--- src/design/csp_pkg.sv ---
// Package for the command sentence parser: characters, status codes,
// command table and the frame summary passed from front to back.
// No dependencies.
`default_nettype none

package csp_pkg;

    localparam int FRAME_MAX_DEF  = 64;
    localparam int PARAMS_MAX_DEF = 4;
    localparam int NAME_MAX_DEF   = 7;

    localparam int CMD_NUM     = 17;
    localparam int CMD_TXT_MAX = 6;
    localparam int Q_DEPTH     = 2;

    localparam logic [7:0] CH_DOLLAR = 8'h24;
    localparam logic [7:0] CH_STAR   = 8'h2A;
    localparam logic [7:0] CH_COMMA  = 8'h2C;
    localparam logic [7:0] CH_CR     = 8'h0D;
    localparam logic [7:0] CH_LF     = 8'h0A;

    typedef enum logic [2:0] {
        ST_OK      = 3'd0,
        ST_FORMAT  = 3'd1,
        ST_CSUM    = 3'd2,
        ST_UNKNOWN = 3'd3,
        ST_PCOUNT  = 3'd4,
        ST_FULL    = 3'd5
    } t_status;

    // names right-aligned, zero padded
    localparam logic [CMD_TXT_MAX*8-1:0] CMD_TXT [CMD_NUM] = '{
        "SVR", "SCA", "SSR", "SSP", "SMD", "START", "STOP", "PAUSE", "RESUME",
        "QVR", "QCA", "QSR", "QSP", "QST", "QALL", "RESET", "HELP"
    };
    localparam logic [3:0] CMD_LEN [CMD_NUM] = '{
        4'd3, 4'd3, 4'd3, 4'd3, 4'd3, 4'd5, 4'd4, 4'd5, 4'd6,
        4'd3, 4'd3, 4'd3, 4'd3, 4'd3, 4'd4, 4'd5, 4'd4
    };
    localparam logic [2:0] CMD_NP [CMD_NUM] = '{
        3'd2, 3'd1, 3'd1, 3'd2, 3'd1, 3'd0, 3'd0, 3'd0, 3'd0,
        3'd0, 3'd0, 3'd0, 3'd0, 3'd0, 3'd0, 3'd0, 3'd0
    };

    // Character at position pos of command k, zero past its end.
    function automatic logic [7:0] cmd_char(input int unsigned k, input logic [3:0] pos);
        logic [CMD_TXT_MAX*8-1:0] sh;
        logic [3:0] off;
        off = CMD_LEN[k] - 4'd1 - pos;
        sh  = CMD_TXT[k] >> {off[2:0], 3'b000};
        return (pos < CMD_LEN[k]) ? sh[7:0] : 8'h00;
    endfunction

    // One finished frame (or a dropped one), classified.
    typedef struct packed {
        logic               ovf;
        logic               name_empty;
        logic [CMD_NUM-1:0] hit;
        logic [2:0]         fcnt;
        logic               star;
        logic               csum_bad;
        logic               csum_mis;
    } t_frame_sum;

endpackage

`default_nettype wire

--- src/design/command_sentence_parser.sv ---
// Command sentence parser top level: byte-stream front end, summary queue,
// judging back end. Depends on csp_pkg, csp_front, csp_queue, csp_back.
//
//   channel | direction | handshake                  | payload
//   rx      | in        | i_rx_valid / o_rx_ready    | i_rx_byte[7:0]
//   result  | out       | o_res_valid / i_res_ready  | o_status, o_command_index,
//           |           |                            | o_param_count, o_had_checksum
//
// One byte per cycle is taken while o_rx_ready is high; all frame tracking
// happens in the byte's own cycle in the front end. A frame end or overflow
// pushes a summary into a two-entry queue; the result is registered in the
// queue, then in the output register. o_rx_ready drops only while the
// queue is full, which takes a stalled result port plus two more finished
// frames. Reset is synchronous, active low, and returns the parser to idle.
`default_nettype none

module command_sentence_parser #(
    parameter int FRAME_MAX  = csp_pkg::FRAME_MAX_DEF,
    parameter int PARAMS_MAX = csp_pkg::PARAMS_MAX_DEF,
    parameter int NAME_MAX   = csp_pkg::NAME_MAX_DEF
) (
    input  wire logic        i_clk,
    input  wire logic        i_rst_n,
    input  wire logic        i_rx_valid,
    output logic             o_rx_ready,
    input  wire logic [7:0]  i_rx_byte,
    output logic             o_res_valid,
    input  wire logic        i_res_ready,
    output logic [2:0]       o_status,
    output logic [4:0]       o_command_index,
    output logic [2:0]       o_param_count,
    output logic             o_had_checksum
);
    import csp_pkg::*;

    logic       rx_accept;
    logic       q_push, q_pop, q_full, q_empty;
    t_frame_sum q_in, q_out;

    // front takes bytes whenever the queue has room for a summary
    assign o_rx_ready = !q_full;
    assign rx_accept  = i_rx_valid && o_rx_ready;

    csp_front #(
        .FRAME_MAX  (FRAME_MAX),
        .PARAMS_MAX (PARAMS_MAX),
        .NAME_MAX   (NAME_MAX)
    ) u_front (
        .i_clk     (i_clk),
        .i_rst_n   (i_rst_n),
        .i_accept  (rx_accept),
        .i_rx_byte (i_rx_byte),
        .o_push    (q_push),
        .o_sum     (q_in)
    );

    csp_queue u_queue (
        .i_clk   (i_clk),
        .i_rst_n (i_rst_n),
        .i_push  (q_push),
        .i_data  (q_in),
        .i_pop   (q_pop),
        .o_data  (q_out),
        .o_full  (q_full),
        .o_empty (q_empty)
    );

    // back pulls a summary when the output register is free or being drained
    csp_back u_back (
        .i_clk           (i_clk),
        .i_rst_n         (i_rst_n),
        .i_sum_valid     (!q_empty),
        .i_sum           (q_out),
        .o_pop           (q_pop),
        .o_res_valid     (o_res_valid),
        .i_res_ready     (i_res_ready),
        .o_status        (o_status),
        .o_command_index (o_command_index),
        .o_param_count   (o_param_count),
        .o_had_checksum  (o_had_checksum)
    );

`ifndef NO_ASSERTIONS
    a_full_clean: assert property (@(posedge i_clk) disable iff (!i_rst_n)
        o_res_valid && o_status == ST_FULL |->
            o_command_index == 5'd0 && o_param_count == 3'd0 && !o_had_checksum)
        else $error("buffer-full result carries nonzero fields");

    a_idx_zero: assert property (@(posedge i_clk) disable iff (!i_rst_n)
        o_res_valid && o_status != ST_OK && o_status != ST_PCOUNT |->
            o_command_index == 5'd0)
        else $error("command index set on a failed lookup");

    a_no_overrun: assert property (@(posedge i_clk) disable iff (!i_rst_n)
        q_push |-> !q_full || q_pop)
        else $error("summary pushed into a full queue");

    a_pc_cap: assert property (@(posedge i_clk) disable iff (!i_rst_n)
        o_res_valid |-> o_param_count <= 3'(PARAMS_MAX))
        else $error("parameter count above cap");
`endif

endmodule

`default_nettype wire

--- src/design/csp_front.sv ---
// Front end: takes one byte per transaction, tracks the frame, and pushes a
// classified frame summary at frame end or overflow. Depends on csp_pkg.
`default_nettype none

module csp_front #(
    parameter int FRAME_MAX  = csp_pkg::FRAME_MAX_DEF,
    parameter int PARAMS_MAX = csp_pkg::PARAMS_MAX_DEF,
    parameter int NAME_MAX   = csp_pkg::NAME_MAX_DEF
) (
    input  wire logic                i_clk,
    input  wire logic                i_rst_n,
    input  wire logic                i_accept,
    input  wire logic [7:0]          i_rx_byte,
    output logic                     o_push,
    output csp_pkg::t_frame_sum      o_sum
);
    import csp_pkg::*;

    localparam int FC_W = $clog2(FRAME_MAX);
    localparam int NL_W = $clog2(NAME_MAX + 1);

    typedef struct packed {
        logic [7:0]         xr;
        logic [NL_W-1:0]    nlen;
        logic [2:0]         fcnt;
        logic               in_f;
        logic               star;
        logic [8:0]         hex;
        logic               hbad;
        logic [CMD_NUM-1:0] match;
    } t_parse_st;

    function automatic t_parse_st clear_state();
        t_parse_st s;
        s       = '0;
        s.match = '1;
        return s;
    endfunction

    function automatic t_parse_st feed(input t_parse_st s, input logic [7:0] c);
        t_parse_st   r;
        logic [3:0]  d;
        logic        dv;
        logic [12:0] v;
        logic [3:0]  pos;
        r   = s;
        d   = 4'd0;
        dv  = 1'b1;
        v   = '0;
        pos = 4'(s.nlen);
        if (s.star) begin
            if (c >= 8'h30 && c <= 8'h39) begin
                d = c[3:0];
            end else if ((c >= 8'h41 && c <= 8'h46) || (c >= 8'h61 && c <= 8'h66)) begin
                d = c[3:0] + 4'd9;
            end else begin
                dv = 1'b0;
            end
            if (!dv) begin
                r.hbad = 1'b1;
            end else begin
                v     = {s.hex, 4'b0000} + 13'(d);
                r.hex = (v > 13'h100) ? 9'h100 : v[8:0];
            end
        end else if (c == CH_STAR) begin
            r.star = 1'b1;
        end else begin
            r.xr = s.xr ^ c;
            if (c == CH_COMMA) begin
                r.in_f = 1'b0;
            end else begin
                if (!s.in_f) begin
                    r.in_f = 1'b1;
                    if (s.nlen != '0 && s.fcnt < PARAMS_MAX)
                        r.fcnt = s.fcnt + 3'd1;
                end
                // name chars go straight into the per-command match bits
                if (r.fcnt == 3'd0 && s.nlen < NAME_MAX) begin
                    for (int k = 0; k < CMD_NUM; k++)
                        r.match[k] = s.match[k] && (pos < CMD_LEN[k]) &&
                                     (c == cmd_char(k, pos));
                    r.nlen = s.nlen + NL_W'(1);
                end
            end
        end
        return r;
    endfunction

    function automatic t_frame_sum summarize(input t_parse_st s);
        t_frame_sum f;
        f            = '0;
        f.name_empty = (s.nlen == '0);
        for (int k = 0; k < CMD_NUM; k++)
            f.hit[k] = s.match[k] && (CMD_LEN[k] == 4'(s.nlen));
        f.fcnt       = s.fcnt;
        f.star       = s.star;
        f.csum_bad   = s.star && (s.hbad || s.hex > 9'h0FF);
        f.csum_mis   = s.star && (s.hex != {1'b0, s.xr});
        return f;
    endfunction

    t_parse_st       r_st, n_st, mid_st;
    logic [FC_W-1:0] r_fc, n_fc;
    logic            r_pend, n_pend;

    always_comb begin
        n_st   = r_st;
        n_fc   = r_fc;
        n_pend = r_pend;
        mid_st = r_pend ? feed(r_st, CH_CR) : r_st;
        o_push = 1'b0;
        o_sum  = '0;
        if (i_accept) begin
            if (r_fc == '0) begin
                if (i_rx_byte == CH_DOLLAR) begin
                    n_fc    = FC_W'(1);
                    n_st.xr = CH_DOLLAR;
                end
            end else if (r_fc >= FC_W'(FRAME_MAX - 1)) begin
                o_push    = 1'b1;
                o_sum.ovf = 1'b1;
                n_st      = clear_state();
                n_fc      = '0;
                n_pend    = 1'b0;
            end else begin
                n_fc = r_fc + FC_W'(1);
                if (r_pend && i_rx_byte == CH_LF) begin
                    o_push = 1'b1;
                    o_sum  = summarize(r_st);
                    n_st   = clear_state();
                    n_fc   = '0;
                    n_pend = 1'b0;
                end else if (i_rx_byte == CH_CR) begin
                    n_st   = mid_st;
                    n_pend = 1'b1;
                end else begin
                    n_st   = feed(mid_st, i_rx_byte);
                    n_pend = 1'b0;
                end
            end
        end
    end

    always_ff @(posedge i_clk) begin
        if (!i_rst_n) begin
            r_st   <= clear_state();
            r_fc   <= '0;
            r_pend <= 1'b0;
        end else begin
            r_st   <= n_st;
            r_fc   <= n_fc;
            r_pend <= n_pend;
        end
    end

endmodule

`default_nettype wire

--- src/design/csp_queue.sv ---
// Short FIFO of frame summaries between front and back.
// Depends on csp_pkg.
`default_nettype none

module csp_queue (
    input  wire logic                i_clk,
    input  wire logic                i_rst_n,
    input  wire logic                i_push,
    input  wire csp_pkg::t_frame_sum i_data,
    input  wire logic                i_pop,
    output csp_pkg::t_frame_sum      o_data,
    output logic                     o_full,
    output logic                     o_empty
);
    import csp_pkg::*;

    localparam int PW = $clog2(Q_DEPTH);
    localparam int CW = $clog2(Q_DEPTH + 1);

    t_frame_sum      r_mem [Q_DEPTH];
    logic [PW-1:0]   r_wp, r_rp;
    logic [CW-1:0]   r_cnt;

    assign o_full  = (r_cnt == CW'(Q_DEPTH));
    assign o_empty = (r_cnt == '0);
    assign o_data  = r_mem[r_rp];

    always_ff @(posedge i_clk) begin
        if (i_push)
            r_mem[r_wp] <= i_data;
    end

    always_ff @(posedge i_clk) begin
        if (!i_rst_n) begin
            r_wp  <= '0;
            r_rp  <= '0;
            r_cnt <= '0;
        end else begin
            if (i_push)
                r_wp <= (r_wp == PW'(Q_DEPTH - 1)) ? '0 : r_wp + PW'(1);
            if (i_pop)
                r_rp <= (r_rp == PW'(Q_DEPTH - 1)) ? '0 : r_rp + PW'(1);
            case ({i_push, i_pop})
                2'b10:   r_cnt <= r_cnt + CW'(1);
                2'b01:   r_cnt <= r_cnt - CW'(1);
                default: r_cnt <= r_cnt;
            endcase
        end
    end

endmodule

`default_nettype wire

--- src/design/csp_back.sv ---
// Back end: judges a frame summary (overflow, checksum, name lookup, parameter
// count) and holds the result in the output register. Depends on csp_pkg.
`default_nettype none

module csp_back (
    input  wire logic                i_clk,
    input  wire logic                i_rst_n,
    input  wire logic                i_sum_valid,
    input  wire csp_pkg::t_frame_sum i_sum,
    output logic                     o_pop,
    output logic                     o_res_valid,
    input  wire logic                i_res_ready,
    output logic [2:0]               o_status,
    output logic [4:0]               o_command_index,
    output logic [2:0]               o_param_count,
    output logic                     o_had_checksum
);
    import csp_pkg::*;

    t_status    n_status, r_status;
    logic [4:0] n_idx, r_idx, first_idx;
    logic [2:0] n_pc, r_pc;
    logic       n_hc, r_hc;
    logic       r_valid;

    // lowest table position wins
    always_comb begin
        first_idx = 5'd0;
        for (int k = CMD_NUM - 1; k >= 0; k--)
            if (i_sum.hit[k])
                first_idx = 5'(k);
    end

    always_comb begin
        n_status = ST_OK;
        n_idx    = 5'd0;
        n_pc     = i_sum.fcnt;
        n_hc     = i_sum.star;
        if (i_sum.ovf) begin
            n_status = ST_FULL;
            n_pc     = 3'd0;
            n_hc     = 1'b0;
        end else if (i_sum.csum_bad) begin
            n_status = ST_CSUM;
        end else if (i_sum.name_empty) begin
            n_status = ST_FORMAT;
        end else if (i_sum.csum_mis) begin
            n_status = ST_CSUM;
        end else if (i_sum.hit == '0) begin
            n_status = ST_UNKNOWN;
        end else begin
            n_idx    = first_idx;
            n_status = (i_sum.fcnt == CMD_NP[first_idx]) ? ST_OK : ST_PCOUNT;
        end
    end

    assign o_pop = i_sum_valid && (!r_valid || i_res_ready);

    always_ff @(posedge i_clk) begin
        if (!i_rst_n) begin
            r_valid <= 1'b0;
        end else if (o_pop) begin
            r_valid <= 1'b1;
        end else if (i_res_ready) begin
            r_valid <= 1'b0;
        end
    end

    always_ff @(posedge i_clk) begin
        if (o_pop) begin
            r_status <= n_status;
            r_idx    <= n_idx;
            r_pc     <= n_pc;
            r_hc     <= n_hc;
        end
    end

    assign o_res_valid     = r_valid;
    assign o_status        = r_status;
    assign o_command_index = r_idx;
    assign o_param_count   = r_pc;
    assign o_had_checksum  = r_hc;

endmodule

`default_nettype wire
--- config.mk ---
export PLATFORM = sky130hd
export DESIGN_NAME = command_sentence_parser
export DESIGN_NICKNAME = d
export VERILOG_FILES = /design/src/design/csp_pkg.sv /design/src/design/command_sentence_parser.sv /design/src/design/csp_front.sv /design/src/design/csp_queue.sv /design/src/design/csp_back.sv
export SDC_FILE = /design/constraint.sdc
export NUM_CORES = 1
export LEC_CHECK = 0
export BUFFER_PORTS_ARGS = -buffer_cell sky130_fd_sc_hd__buf_2
export CAP_MARGIN = 0
export CORE_ASPECT_RATIO = 0.8
export CORE_MARGIN = 2
export CORE_UTILIZATION = 55
export DETAILED_ROUTE_END_ITERATION = 6
export GPL_ROUTABILITY_DRIVEN = 0
export PLACE_DENSITY_LB_ADDON = 0.3
export SLEW_MARGIN = 20
export SYNTH_ARGS = -nofsm -noshare
export SYNTH_HDL_FRONTEND = slang
export SYNTH_SLANG_ARGS = --single-unit
--- constraint.sdc ---
create_clock -name i_clk -period 10.06 [get_ports i_clk]
set_clock_uncertainty 0.15 [all_clocks]
set_input_delay 2.012 -clock i_clk [delete_from_list [all_inputs] [get_ports i_clk]]
set_output_delay 2.012 -clock i_clk [all_outputs]
set_load 0.05 [all_outputs]
==> reports/qor.yml, run 1 <==
hold_viol: 0
num_rows: 37
drtAntennaViolNets: 0
p_per_area_nw_per_um2: 159
worstHoldStart: "u_front.r_st[2]"
cts_buffers: 17
clock_sinks: 118
postCtsSetupBuffers: 0
slew_headroom_pct: 43.2
irDropWorstVdd_uv: 122
r2r_end: "u_front.r_st[1]"
crit_required_ns: 10.25
ys.warnings.count: 0
vias_per_cell: 6.15
hold_buffers: 0
grt_start_max_net_pins: 35
drtIter0Drc: 552
synth-edff-count: 62
p_switching_uw: 344
path_cells: "inv_1 -> ha_1 -> nor2b_1 -> or4b_4 -> a21oi_2 -> mux2i_1 -> ha_1 -> ha_1 -> nor2_1 -> and3b_1 -> a32o_1 -> o211ai_1 -> a21oi_2 -> o21ai_2 -> a41oi_1 -> o21ai_1"
max_stage_delay_ns: 0.78
drc_errors: 0
synth_top_area_share_pct: 26.2
synthDistinctLibCells: 82
rsz0062_at_grt: "no"
wl_um: 17300
diodes: 0
grt.total_usage_pct: 25.1
period_share_pct: 59.0
numPortBuffers: 25
synthArstFlopShare_pct: 0
cellInternalPower_uw: 908
grt_antenna_before_repair: 0
cts_root_buffer: "clkbuf_16"
tns_ns: 0
worst_slew_pin_slew_ns: 0.828
cts_resized: 0
grt_pass1_wl_um: 27900
fin_nets: 822
setup_viol: 0
synth_area_per_cell_um2: 9.28
synth_area_um2: 7110
grt.met1_usage_pct: 35.7
crit_fanout: 14
clkPwrFrac_pct: 45.5
cpMaxStageDelayCell: "mux2i_1"
slew_viol_final: 0
grtUsageMet3_pct: 5.00
die_x_um: 131
holdPathStages: 2
worstPathArrival_ns: 6.13
path_common_cell: "ha_1"
worstHoldEndpoint: "u_front.r_st[2]"
synth_largest_area_cell: "edfxtp_1"
netlist_instances: 767
yosysSeqAreaShare_pct: 41.9
dieArea_um2: 13900
grt_util_met2_pct: 38.0
grt-ovfl-total: 0
critPathCaptureType: "flip-flop"
reg2reg_slack_ns: 4.12
crit_buf_inv: 1
tritoncts: "yes"
cp-start-kind: "flip-flop"
grt_pass1_vias: 5507
p_leak_uw: 0.00297
fmax_ghz: 0.168
r2r_cells: 16
period_minus_slack_ns: 5.94
core_um2: 12700
gr-max-usage-layer: "met2"
swShare_pct: 27.5
r2r_start: "u_front.r_st[32]"
path_class: "flip-flop to flip-flop"
cp_top_family: "compound AO/OA/AOI/OAI gates"
num_vias: 5918
drive_gt1_share_pct: 11.2
detailed_place_hpwl_um: 12200
htreeDepth: 4
first_pass_iters: 7
clk_latency_ns: 0.41
syn-num-nets: 814
p_seq_share_pct: 41.8
holdCritPathClass: "flip-flop to flip-flop"
dieHeight_um: 106
fin_util_pct: 61.9
wire_per_inst_um: 17.9
clk_pin_slew_ns: 0.06
initial_core_util_pct: 55.9
combinationalPowerShare_pct: 12.7
synth_flop_cell: "edfxtp_1"
ys_seq_elements: 118
synth_area_leaders: "edfxtp_1 (26%), dfxtp_1 (16%), ha_1 (6.2%)"
clock_path_buffers: 2
drv_cap: 0
outcome: "finished clean"
area_growth_pct: 10.7
io_pins: 26
-- worst max path at each step --
stage	start	endpoint	slack, ns	cells past startpoint
after floorplan	i_rx_byte[4]	u_queue.r_mem[0][0]	5.02	6
after global placement	u_front.r_st[32]	u_front.r_st[10]	4.55	16
after detailed placement	u_front.r_st[32]	u_front.r_st[1]	4.25	16
after CTS	u_front.r_st[32]	u_front.r_st[1]	4.25	16
after global routing	u_front.r_st[32]	u_front.r_st[1]	3.73	16
final	u_front.r_st[32]	u_front.r_st[1]	4.12	16
-- Yosys cell counts (all sizes together), types with 4 or more instances --
cell type	number
a2111oi	4
nor2	77
a21oi	53
o21ai	45
a41oi	5
and2	26
o32ai	6
o22ai	8
xor2	20
nand3b	8
ha	35
a21o	7
a211oi	6
nand4	4
mux2i	9
inv	37
a22oi	5
nand3	15
nand2b	11
a31oi	12
nor2b	11
edfxtp	62
and3	9
nand2	48
buf	10
nor4b	5
o21bai	6
or3	8
a311oi	5
nor3	21
dfxtp	56
o211ai	7
a22o	7
xnor2	31
clkbuf	28
nor4	9
nor3b	8
-- registers in the layout, indices dropped and copies added, names as in the netlist, 2 cells and up, named ones only --
signal                  flops
u_queue.r_mem              50
u_front.r_st               43
u_front.r_fc                6
u_back.o_command_index      5
u_back.o_param_count        3
u_back.o_status             3
u_queue.r_cnt               2
-- cell usage in the layout, fill, tap and decap left out, drive strengths merged, types with 27 or more instances in the layout --
master,instances
ha,35
dfxtp,56
nand2,48
a21oi,53
xnor2,31
buf,27
nor2,77
o21ai,45
edfxtp,62
inv,39
-- layer usage --
layer | share of wire, % | vias up
met3 | 7.4 | 33
met2 | 44 | 258
li1 | - | 2807
met4 | 1.9 | 0
met5 | 0 | -
met1 | 47 | 2820
-- worst register-to-register path, delay by kind of cell, from the launching register on --
family                   cells  cell delay (ns)
buffers and inverters        1             0.21
AND/OR/NAND/NOR              4             1.07
multiplexers                 1             0.79
flip-flops                   1             0.60
adder cells (fa/ha/maj)      3             1.09
AO/OA/AOI/OAI                7             1.96
-- area by class of cell --
class / instances / area [um^2]
Multi-Input combinational cell: 571 / 3820
Inverter: 40 / 154
Clock buffer: 18 / 429
Sequential cell: 118 / 2980
Fill cell: 1036 / 4850
Timing Repair Buffer: 27 / 140
Tap cell: 175 / 219
Clock inverter: 14 / 129
-- kinds of logic (layout without fill, tap and decap cells) --
group | after synthesis | count (layout) | share of synthesized area, %
buffers and inverters | 78 | 99 | 4.43
AND/OR/NAND/NOR | 274 | 274 | 20.6
AO/OA/AOI/OAI | 199 | 199 | 18.8
adder cells (fa/ha/maj) | 35 | 35 | 6.16
multiplexers | 12 | 12 | 1.79
XOR/XNOR | 51 | 51 | 6.28
flip-flops | 118 | 118 | 41.9
-- power by group through the flow --
stage,combinational (uW),sequential [uW],clock [uW]
finish,159,523,570
global route,174,524,594
floorplan,69.6,561,0
detailed placement,157,533,0
global placement,152,533,0
CTS,158,523,576
-- per-stage QoR --
step           hold WS, ns  cell area, um^2  total power, uW  worst slack, ns  cells
2_1_floorplan        0.268             7110              630             5.02    767
3_3_place_gp         0.294             7310              685             4.55    931
3_5_place_dp         0.297             7310              690             4.25    931
4_1_cts              0.306             7870             1260             4.25    963
5_1_grt              0.315             7880             1290             3.73    963
6_report             0.304             7880             1250             4.12    963
No activity file was read; power rests on OpenSTA's default activity.
==> run 2, diff against run 1 <==
--- a/config.mk
+++ b/config.mk
@@ -5,6 +5,7 @@
 export SDC_FILE = /design/constraint.sdc
 export NUM_CORES = 1
 export LEC_CHECK = 0
+export ABC_AREA = 1
 export BUFFER_PORTS_ARGS = -buffer_cell sky130_fd_sc_hd__buf_2
 export CAP_MARGIN = 0
 export CORE_ASPECT_RATIO = 0.8
==> constraint.sdc (replaced) <==
create_clock -name i_clk -period 6 [get_ports i_clk]
set_clock_uncertainty 0.15 [all_clocks]
set_input_delay 1.2 -clock i_clk [delete_from_list [all_inputs] [get_ports i_clk]]
set_output_delay 1.2 -clock i_clk [all_outputs]
set_load 0.05 [all_outputs]
==> run 2 against run 1 <==
Against the previous run:
- the flow now finishes with violations (design-rule violations)
- cell area is 5.3% higher
- first-iteration DRC count is 19% higher
- combinational power is 130% higher
- critical path type unchanged
- critical endpoint is now u_front.r_st[14]
- largest cell class unchanged
==> reports/qor.yml, run 2 <==
numPortBuffers: 25  # unchanged
final.setup.worst_slack_ns: 1.67  # -2.45 ns
grt_pass1_wl_um: 29300  # +5.0%
dieHeight_um: 108  # +2.1%
drtAntennaViolNets: 0  # unchanged
drive_gt1_share_pct: 9.97  # -1.2 points
tritoncts: "yes"
io_pins: 26  # unchanged
clock_sinks: 118  # unchanged
detailed_place_hpwl_um: 12600  # +3.3%
hold_buffers: 0  # unchanged
synth-edff-count: 62  # unchanged
path_class: "flip-flop to flip-flop"
post-place-ws_ns: 1.78  # -2.47 ns
initial_core_util_pct: 57.1  # +1.3 points
syn-num-nets: 1028  # +26%
placed_cells: 1156  # +24%
wl_um: 17900  # +3.6%
clock_path_buffers: 2  # unchanged
yosysSeqAreaShare_pct: 40.1  # -1.8 points
netlist_instances: 981  # +28%
fmax_ghz: 0.231  # +37%
synth_flop_cell: "edfxtp_1"
diodes: 0  # unchanged
dieArea_um2: 14500  # +4.3%
crit_fanout: 21  # +7
cp-start-kind: "flip-flop"
cts_resized: 0  # unchanged
reg_top3: "u_queue.r_mem (50), u_front.r_st (43), u_front.r_fc (6)"
largest_reg_flops: 50  # unchanged
wire_per_inst_um: 15.1  # -16%
synthArstFlopShare_pct: 0  # unchanged
period_share_pct: 72.1  # +13 points
rsz0062_at_grt: "no"
slew_viol_final: 0  # unchanged
ys_seq_elements: 118  # unchanged
drtIter0Drc: 657  # +19%
clk_latency_ns: 0.42  # about the same
p_per_area_nw_per_um2: 285  # +79%
core_um2: 13000  # +2.2%
outcome: "finished, violations left"
critPathCaptureType: "flip-flop"
grt_start_max_net_pins: 34  # -2.9%
die_x_um: 134  # +2.2%
num_rows: 37  # unchanged
grt.total_usage_pct: 25.8  # +0.66 points
first_pass_iters: 7  # unchanged
final_cell_mix: "nand2_1 (216), inv_1 (118), nor2_1 (103)"
grt-ovfl-total: 0  # unchanged
tns_ns: 0  # unchanged
drv_cap: 0  # unchanged
vias_per_cell: 5.54  # -9.8%
period_minus_slack_ns: 4.33  # -1.61 ns
synth.most_common_cell: "nand2_1"
fin_nets: 1047  # +27%
synth_area_leaders: "edfxtp_1 (25%), dfxtp_1 (15%), nand2_1 (11%)"
grt_pass1_vias: 5958  # +8.2%
synth_largest_area_cell: "edfxtp_1"
grt_antenna_before_repair: 0  # unchanged
hold_viol: 0  # unchanged
worstPathArrival_ns: 4.46  # -1.67 ns
ys.warnings.count: 0  # unchanged
irDropWorstVdd_uv: 194  # +60%
setup_viol: 0  # unchanged
cts_root_buffer: "clkbuf_16"
regMostFlops: "u_queue.r_mem"
num_vias: 6585  # +11%
area_growth_pct: 11.6
cts_buffers: 17  # unchanged
p_leak_uw: 0.00344  # +16%
crit_required_ns: 6.13  # -4.12 ns
synth_top_area_share_pct: 25.0  # -1.1 points
synth_area_um2: 7430  # +4.5%
holdCritPathClass: "flip-flop to flip-flop"
drc_errors: 4  # +4
worst_slew_pin_slew_ns: 0.973  # +0.145 ns
htreeDepth: 4  # unchanged
whs_ns: 0.307  # +0.00348 ns
postCtsSetupBuffers: 0  # unchanged
clk_pin_slew_ns: 0.06  # about the same
layout_commonest_cell: "nand2_1"
synth_commonest_cells: "nand2_1 (216), inv_1 (118), nor2_1 (105)"
synthDistinctLibCells: 51  # -38%
stdcell_count: 1188  # +23%
slew_headroom_pct: 35.0  # -8.2 points
violations: "design-rule violations"
synth_area_per_cell_um2: 7.58  # -18%
==> run 2: cell types whose count changed in the layout (fill, tap and decap cells not counted), moves of 15 or more <==
cell	delta
a21oi_1	+18
nand3_1	+48
o21ai_0	+27
nor2_1	+28
inv_1	+82
xnor2_1	-28
and2_1	-25
nand2_1	+169
nand4_1	+15
==> run 2: worst paths after layout <==
kind                     from          endpoint  slack [ns]  cells past startpoint
max          u_front.r_st[33]  u_front.r_st[14]        1.67                     22
min              u_queue.r_rp      u_queue.r_rp        0.31                      1
min reg2reg      u_queue.r_rp      u_queue.r_rp        0.31                      1
max reg2reg  u_front.r_st[33]  u_front.r_st[14]        1.67                     22
==> run 2: power by group <==
part | leakage (uW) | switching (uW) | internal (uW)
logic | 0.00217 | 266 | 101
registers | 0.000976 | 31.7 | 886
clock network | 0.000302 | 404 | 676
total | 0.00344 | 701 | 1660
==> run 2: logic make-up (layout without fill, tap and decap cells) <==
kind of cell	Yosys count	in the layout	synth area share [%]
xor+xnor	30	30	3.53
fa+ha+maj	35	35	5.89
mux	8	8	1.09
simple gates	469	469	28.5
compound gates	161	161	12.1
buf+inv	160	192	8.72
flops	118	118	40.1
==> run 2: final cells by class <==
class,instances,area (um^2)
Inverter,128,480
Timing Repair Buffer,32,178
Clock buffer,18,439
Sequential cell,118,2980
Fill cell,1136,4710
Multi-Input combinational cell,703,3810
Tap cell,175,219
Clock inverter,14,189
==> run 2: metrics by stage <==
| stage | utilization (%) | power (uW) | area (um^2) |
|---|---|---|---|
| 2_1_floorplan | - | 1210 | 7430 |
| 4_1_cts | 63.8 | 2370 | 8300 |
| 3_5_place_dp | 58.9 | 1300 | 7670 |
| 3_3_place_gp | 58.9 | 1290 | 7670 |
| 5_1_grt | 63.8 | 2450 | 8300 |
| 6_report | 63.8 | 2360 | 8300 |
==> run 2: critical path, cell delays in order (launching register included) <==
cell and delay [ns]:
dfxtp_1 0.51, inv_1 0.18, ha_1 0.30, nand2_4 0.14, nand3_1 0.09, nand2_1 0.17
nor2_8 0.07, nand2_1 0.06, nand2_1 0.05, nand2_2 0.29, inv_2 0.15, ha_1 0.29
ha_1 0.20, inv_1 0.10, nand4_1 0.15, inv_1 0.12, o21ai_0 0.10, nor2_1 0.15
nand2_2 0.08, nor2_4 0.37, o21ai_0 0.17, o211ai_1 0.14, o211ai_1 0.13
==> run 2: per-layer routing <==
metal	global-route usage [%]	vias to the layer above	part of all wire [%]
met2	39.9	248	44
met5	0	-	0
li1	-	3316	-
met4	8.51	0	1.8
met1	36.0	2983	46
met3	5.72	38	7.8
==> run 3, diff against run 2 <==
==> constraint.sdc (replaced) <==
create_clock -name i_clk -period 3.6 [get_ports i_clk]
set_clock_uncertainty 0.15 [all_clocks]
set_input_delay 0.72 -clock i_clk [delete_from_list [all_inputs] [get_ports i_clk]]
set_output_delay 0.72 -clock i_clk [all_outputs]
set_load 0.05 [all_outputs]
==> run 3 against run 2 <==
Against the previous run:
- the flow now finishes without violations
- first-iteration DRC count rose by 7.8%
- worst setup slack got worse by 1.4 ns
- maximum frequency rose by 29%
- power rose by 55%
- final cell count rose by 2.0%
- critical path depth fell by 2
- flip-flop and latch count did not move
- via count rose by 1.7%
- clock power rose by 40%
- critical endpoint is now u_front.r_st[8]
- highest routed layer unchanged
==> reports/qor.yml, run 3 (synthesized netlist as in run 2, its figures left out) <==
outcome: "finished clean"
initial_core_util_pct: 57.1  # unchanged
detailed_place_hpwl_um: 12700  # +1.1%
layout_commonest_cell: "nand2_1"
drv_cap: 0  # unchanged
grt_pass1_wl_um: 29500  # +0.73%
cts_root_buffer: "clkbuf_16"
p_seq_share_pct: 41.0  # +2.2 points
numPortBuffers: 25  # unchanged
area_growth_pct: 13.2
drtIter0Drc: 708  # +7.8%
largest_reg_flops: 50  # unchanged
stdcell_area_um2: 8410  # +1.4%
final_cell_mix: "nand2_1 (215), inv_1 (117), nor2_1 (101)"
num_rows: 37  # unchanged
grt_start_max_net_pins: 33  # -2.9%
critPathCaptureType: "flip-flop"
p_leak_uw: 0.00350  # +1.6%
wire_per_inst_um: 14.7  # -2.7%
path_class: "flip-flop to flip-flop"
swShare_pct: 30.6  # +0.97 points
diodes: 0  # unchanged
placed_cell_area_um2: 7820  # +2.0%
grt_pass1_vias: 6098  # +2.3%
drc_errors: 0  # -4
io_pins: 26  # unchanged
irDropWorstVdd_uv: 419  # +120%
dieArea_um2: 14500  # unchanged
drtAntennaViolNets: 0  # unchanged
hold_viol: 0  # unchanged
slew_headroom_pct: 56.7  # +22 points
tritoncts: "yes"
fin_nets: 1071  # +2.3%
period_minus_slack_ns: 3.34  # -0.985 ns
clk_latency_ns: 0.42  # about the same
grt-ovfl-total: 0  # unchanged
fmax_ghz: 0.299  # +29%
worstPathArrival_ns: 3.55  # -0.91 ns
worst_slew_pin_slew_ns: 0.649  # -0.324 ns
clk_pin_slew_ns: 0.05  # about the same
crit_required_ns: 3.81  # -2.32 ns
reg_top3: "u_queue.r_mem (50), u_front.r_st (43), u_front.r_fc (6)"
power_uw: 3670  # +55%
slew_viol_final: 0  # unchanged
htreeDepth: 4  # unchanged
crit_fanout: 8  # -62%
grt_antenna_before_repair: 0  # unchanged
die_x_um: 134  # unchanged
vias_per_cell: 5.52  # -0.36%
p_switching_uw: 1120  # +60%
grt.total_usage_pct: 25.8  # +0.028 points
setup_viol: 0  # unchanged
clkPwrFrac_pct: 41.2  # -4.5 points
tns_ns: 0  # unchanged
cp-start-kind: "flip-flop"
dieHeight_um: 108  # unchanged
first_pass_iters: 7  # unchanged
core_um2: 13000  # unchanged
p_per_area_nw_per_um2: 436  # +53%
cts_buffers: 17  # unchanged
num_vias: 6694  # +1.7%
clock_path_buffers: 2  # unchanged
drive_gt1_share_pct: 12.8  # +2.9 points
combinationalPowerShare_pct: 17.8  # +2.3 points
cellInternalPower_uw: 2540  # +53%
wl_um: 17800  # -0.71%
regMostFlops: "u_queue.r_mem"
period_share_pct: 92.8  # +21 points
holdCritPathClass: "flip-flop to flip-flop"
clock_sinks: 118  # unchanged
[run 3: cell count changes in the layout (fill, tap and decap cells not counted), moves of 2 or more]
cell and delta:
ha_1 -3, nor2_2 +2, bufinv_16 -3, ha_2 +3
a21oi_1 -2, clkinvlp_4 +3, clkinv_4 -2, buf_4 +23
a21oi_2 +2, clkinv_2 +3, nor2_1 -2
[run 3: critical path, stage by stage, from the launching register on]
cell and delay (ns):
dfxtp_1 0.31, inv_1 0.08, ha_2 0.21, nand2_4 0.09, nand3_1 0.11, nand2_2 0.09, nor2_8 0.16, nand4_1 0.13
nand2_1 0.13, buf_4 0.18, clkinvlp_4 0.16, ha_1 0.34, inv_1 0.09, a21oi_2 0.16, o21ai_0 0.13, xor2_1 0.17
nor4_1 0.27, nand2_1 0.10, o21ai_1 0.13, nand2_1 0.06, nand2_1 0.05
[run 3: metrics by stage]
step           hold WS [ns]  worst slack, ns  utilization [%]  cells
4_1_cts               0.302            0.156             64.2   1208
6_report              0.303            0.259             64.7   1212
3_5_place_dp          0.295            0.186             60.1   1176
5_1_grt               0.333          -0.0198             64.7   1212
2_1_floorplan         0.276            0.138                -    981
3_3_place_gp          0.287            0.285             60.1   1176
[run 3: path summary, 6_finish.rpt]
path,start,endpoint,slack [ns],cells after the start
min reg2reg,u_queue.r_rp,flip-flop,0.30,1
max reg2reg,u_front.r_st[32],u_front.r_st[8],0.26,20
max,u_front.r_st[32],u_front.r_st[8],0.26,20
min,u_queue.r_rp,flip-flop,0.30,1
[run 3: power by group through the flow]
| stage | combinational [uW] | clock [uW] | sequential [uW] |
|---|---|---|---|
| 2_1_floorplan | 354 | 0 | 1660 |
| 3_3_place_gp | 636 | 0 | 1530 |
| 3_5_place_dp | 649 | 0 | 1530 |
| 4_1_cts | 650 | 1530 | 1500 |
| 5_1_grt | 720 | 1600 | 1510 |
| 6_report | 653 | 1510 | 1500 |
[run 3: metal layers]
metal / part of all wire [%] / global-route usage [%]
met1: 48 / 35.9
met5: 0 / 0
met3: 6.0 / 5.67
met2: 45 / 40.3
met4: 1.6 / 8.13
[run 3: area by class of cell]
class                      count  area (um^2)
inverter                     128          484
clock buffer                  18          429
timing repair buffer          56          362
clock inverter                14          104
multi-input combinational    703         3830
fill                        1137         4600
sequential                   118         2980
tap                          175          219
[run 3: what timing repair did]
item | 4_1_cts | 5_1_grt
resized for setup | 0 | 11
buffers inserted | 0 | 4
endpoints found under the setup margin | 0 | 19
hold buffers | 0 | 0
